File: config.mk
export PLATFORM = sky130hd
export DESIGN_NAME = cdzp_cell
export DESIGN_NICKNAME = d
export VERILOG_FILES = /design/src/sv/cdzp_pkg.sv /design/src/sv/cdzp_cell.sv
export SDC_FILE = /design/constraint.sdc
export NUM_CORES = 1
export LEC_CHECK = 0
export ABC_AREA = 1
export BUFFER_PORTS_ARGS = -buffer_cell sky130_fd_sc_hd__buf_2
export CAP_MARGIN = 25
export CORE_UTILIZATION = 65
export DETAILED_ROUTE_END_ITERATION = 7
export PLACE_DENSITY = 0.87
export SLEW_MARGIN = 5
export SYNTH_ARGS = -nofsm -noshare
export SYNTH_HDL_FRONTEND = slang
export SYNTH_SLANG_ARGS = --single-unit
File: constraint.sdc
create_clock -name clk -period 12.2 [get_ports clk]
set_input_delay 1.83 -clock clk [delete_from_list [all_inputs] [get_ports clk]]
set_output_delay 1.83 -clock clk [all_outputs]
set_load 0.1 [all_outputs]
File: src/sv/cdzp_pkg.sv
// ----------------------------------------------------------------------------
// cdzp_pkg
// Shared types and constants for the zero-padded 2-D convolution block.
// ----------------------------------------------------------------------------
package cdzp_pkg;

    localparam int PIX_W   = 16;
    localparam int COEF_W  = 16;
    localparam int PROD_W  = PIX_W + COEF_W + 1;
    localparam int SUM_W   = 40;
    localparam int IDX_W   = 7;
    localparam int COORD_W = 10;
    localparam int CFG_W   = 11;
    localparam int MODE_W  = 2;

    localparam logic [MODE_W-1:0] MODE_COEF  = 2'd0;
    localparam logic [MODE_W-1:0] MODE_PIXEL = 2'd1;
    localparam logic [MODE_W-1:0] MODE_DRAIN = 2'd2;

    typedef struct packed {
        logic [MODE_W-1:0]        mode;
        logic [IDX_W-1:0]         coef_index;
        logic signed [COEF_W-1:0] coef_value;
        logic [PIX_W-1:0]         pixel_value;
    } item_t;

    typedef struct packed {
        logic signed [SUM_W-1:0] out_value;
        logic [COORD_W-1:0]      out_row;
        logic [COORD_W-1:0]      out_col;
        logic                    last;
    } result_t;

    // control bundle fed to every window cell
    typedef struct packed {
        logic shift_en;
        logic cap_en;
    } cell_ctl_t;

endpackage

File: src/sv/cdzp_cell.sv
// ----------------------------------------------------------------------------
// cdzp_cell
// Window cell: one pixel tap, its coefficient, and a registered product.
// ----------------------------------------------------------------------------
module cdzp_cell (
    input  logic                              clk,
    input  logic                              rst_n,
    input  cdzp_pkg::cell_ctl_t               ctl,
    input  logic [cdzp_pkg::PIX_W-1:0]        pix_in,
    input  logic                              coef_we,
    input  logic signed [cdzp_pkg::COEF_W-1:0] coef_in,
    input  logic                              tap_ok,
    output logic [cdzp_pkg::PIX_W-1:0]        pix_out,
    output logic signed [cdzp_pkg::PROD_W-1:0] prod
);
    import cdzp_pkg::*;

    logic [PIX_W-1:0]         pix_reg;
    logic [PIX_W-1:0]         pix_next;
    logic signed [COEF_W-1:0] coef_reg;
    logic signed [COEF_W-1:0] coef_next;
    logic signed [PROD_W-1:0] mult;
    logic signed [PROD_W-1:0] prod_reg;
    logic signed [PROD_W-1:0] prod_next;

    assign pix_next  = ctl.shift_en ? pix_in : pix_reg;
    assign coef_next = coef_we ? coef_in : coef_reg;

    // signed multiply in its own context so the coefficient sign-extends
    assign mult = $signed({1'b0, pix_next}) * coef_reg;

    // product of the window as it stands after this shift; padding taps give 0
    assign prod_next = tap_ok ? mult : '0;

    always_ff @(posedge clk or negedge rst_n)
    begin
        if (!rst_n)
        begin
            pix_reg  <= '0;
            coef_reg <= '0;
        end
        else
        begin
            pix_reg  <= pix_next;
            coef_reg <= coef_next;
        end
    end

    always_ff @(posedge clk)
    begin
        if (ctl.cap_en)
        begin
            prod_reg <= prod_next;
        end
    end

    assign pix_out = pix_reg;
    assign prod    = prod_reg;

endmodule
==> summary.md <==
| Metric | Value |
|---|---|
| Total global routing track utilization | 38.15% |
| Max reg flops | 33 |
| Antenna Diode Count | 0 |
| Num Clock Sinks | 65 |
| Number of search-and-repair iterations in the first detailed-routing pass | 8 |
| Worst hold path depth | 2 |
| Syn nets | 1819 |
| Number of enable flip-flop cells after synthesis | 33 |
| Clock Skews | 19.24 ps |
| RSZ-0062 raised after global routing | false |
| Maximum capacitance violations | 0 |
| Critical path's slowest cell | sky130_fd_sc_hd__fa_1 |
| Layout cells sized above 1 | 11.25% |
| Achievable clock frequency | 129.4 MHz |
| Most used standard cell by instance count after synthesis | sky130_fd_sc_hd__inv_1 |
| Drc violations | 0 |
| Synth area leader | sky130_fd_sc_hd__fa_1 |
| Clock tree from TritonCTS | yes |
| Mapped cell area | 11760 um2 |
| Row cnt | 48 |
| Detailed Route WL | 32.71 mm |
| Buffers from clock root to sink, at most | 2 |
| Proportion of netlist area held by the largest area contributor | 33.03% |
| Final ANT Viol Nets | 0 |
| Clock-pin slew on the worst setup and hold paths | 60 ps |
| Ports placed on the boundary | 87 |
| Mapped Cells | 1465 |
| Clock latency on the worst-skew pair | 360 ps |
| Sum of net half-perimeters after detailed placement | 25.70 mm |
| Setup violators final | 0 |
| Area added between synthesis and finish | 7.448% |
| Signal arrival time at the worst endpoint | 7840 ps |
| Run status | finished, final reports clean |
| CP max stage delay | 550 ps |
| Cts-stage hold buffer count | 0 |
| Initial core utilization | 67.28% |
| Kind of critical path | in2reg |
| Detail-routed net length per standard cell | 18.55 um |
| Largest net degree at the start of global routing | 34 |
| Setup repair bufs after CTS | 0 |
| Category of the worst setup path capture point | register |
| Actual transition at the worst max-transition pin | 901.3 ps |
| X dimension of the die | 136.5 um |
| First-pass GRT wire length | 52.50 mm |
| Fraction of the yosys area taken by sequential cells | 15.24% |
| Count of vias placed by the detailed router | 9919 |
| Cts repair resizes | 0 |
| Most frequent cell on the critical path | sky130_fd_sc_hd__fa_1 |
| Initial DRC Count | 890 |
| Top cells by area, synth | sky130_fd_sc_hd__fa_1 (33%), sky130_fd_sc_hd__ha_1 (13%), sky130_fd_sc_hd__inv_1 (11%) |
| Worst min-delay path category | reg2reg |
| Count of cell types in the netlist | 39 |
| Worst slew margin relative to its limit | 39.91% |
| Flops & latches, synth | 65 |
| Via count of the first global-routing pass | 10283 |
| Clock root buffer | sky130_fd_sc_hd__clkbuf_16 |
| Mean Syn Cell Area | 8.026 um2 |
| Number of buffers created by CTS | 9 |
| Final RePlAce weighted congestion | 1.071 |
| Global route overflow | 0 |
| Launching element type of the critical path | input pin |
| Endpoint required time on the critical path | 12310 ps |
| Number of warnings issued by yosys | 0 |
| Pins over their slew limit | 0 |
| Post-layout nets | 1887 |
| Placeable Area | 17480 um2 |
| Most used flip-flop cell after synthesis | sky130_fd_sc_hd__edfxtp_1 |
| Share of the clock period used by the worst path after layout | 63.35% |
| Die outline height | 136.5 um |
| Overall die area | 18630 um2 |
| Sum of negative setup slack | 0 ps |
| Number of hold violations in the final report | 0 |
| Number of antenna violations at the first check in global routing | 0 |
| R2R depth | 23 |
| Share of flip-flops with an asynchronous set or reset after synthesis | 49.23% |
| Critical path fanouts, max | 17 |
| Via count normalized by instance count | 5.626 |
| Synth top cells by count | sky130_fd_sc_hd__inv_1 (359), sky130_fd_sc_hd__nand2_1 (330), sky130_fd_sc_hd__fa_1 (194) |
| Min cycle time layout | 7729 ps |
| Number of H-tree branching levels | 3 |
| Port buffer count | 86 |
-- per-stage QoR --
stage,setup slack [ps],instances,utilization (%),area [um2],hold slack (ps)
detailed placement,4270,1747,70.55,12330,662.1
finish,4471,1763,72.29,12630,693.8
floorplan,5261,1465,-,11760,570.7
global route,4185,1763,72.29,12630,728.8
CTS,4501,1763,72.29,12630,676.1
global placement,4026,1746,70.50,12320,783.6
-- placed cells by master (no fill, tap or decap), drive strengths merged --
master	Yosys	final
a211oi	1	1
a21o	1	1
a21oi	40	40
and2	5	5
buf	11	87
bufinv	0	1
clkbuf	19	10
clkinv	3	5
clkinvlp	0	2
dfrtp	32	32
edfxtp	33	33
fa	194	194
ha	122	122
inv	376	377
nand2	340	340
nand3	28	28
nand4	6	6
nor2	180	180
nor3	5	5
o21a	2	2
o21ai	42	42
o21bai	4	4
or2	17	17
xnor2	4	4
-- layer usage --
layer / vias up / part of all wire [%] / track usage [%]
li1: 4449 / - / -
met1: 4668 / 37 / 46.75
met4: 0 / 5.9 / 19.81
met5: - / 0 / 0
met2: 653 / 46 / 60.38
met3: 149 / 11 / 12.30
-- kinds of logic (layout without fill, tap and decap cells) --
kind of cell             after synthesis  count (layout)  synth area share (%)
flip-flops                            65              65                 15.24
AO/OA/AOI/OAI                         90              90                 4.799
buffers and inverters                409             482                 13.49
AND/OR/NAND/NOR                      581             581                 20.16
adder cells (fa/ha/maj)              316             316                 46.01
XOR/XNOR                               4               4                0.2979
-- worst max-delay path: cells and delay by family --
kind | cells | cell delay [ps]
adder cells (fa/ha/maj) | 7 | 3380
AND/OR/NAND/NOR | 9 | 1370
buffers and inverters | 8 | 1000
AO/OA/AOI/OAI | 1 | 260
-- final timing paths --
check / slack [ps] / startpoint / endpoint
setup / recovery: 4470 / ctl[1] / prod[26]$_SDFFCE_PN0P_
hold / removal: 690 / pix_out[1]$_DFF_PN0_ / pix_out[1]$_DFF_PN0_
max in group asynchronous: 10090 / rst_n / pix_out[9]$_DFF_PN0_
hold reg to reg: 690 / pix_out[1]$_DFF_PN0_ / pix_out[1]$_DFF_PN0_
min in group asynchronous: 1580 / rst_n / coef_reg[15]$_DFFE_PN0P_
setup reg to reg: 6020 / pix_out[13]$_DFF_PN0_ / prod[26]$_SDFFCE_PN0P_
-- cell type report --
type	instances	area, um2
clock inverters	6	66.31
inverters	379	1438
clock buffers	10	239.0
fillers	1291	4842
flip-flops and latches	65	1792
multi-input cells	991	8381
well taps	225	281.5
repair buffers	87	437.9
Power is left out: the tool's default activity adds up to more than one toggle a clock period on the data nets, which glitch-free logic cannot reach.
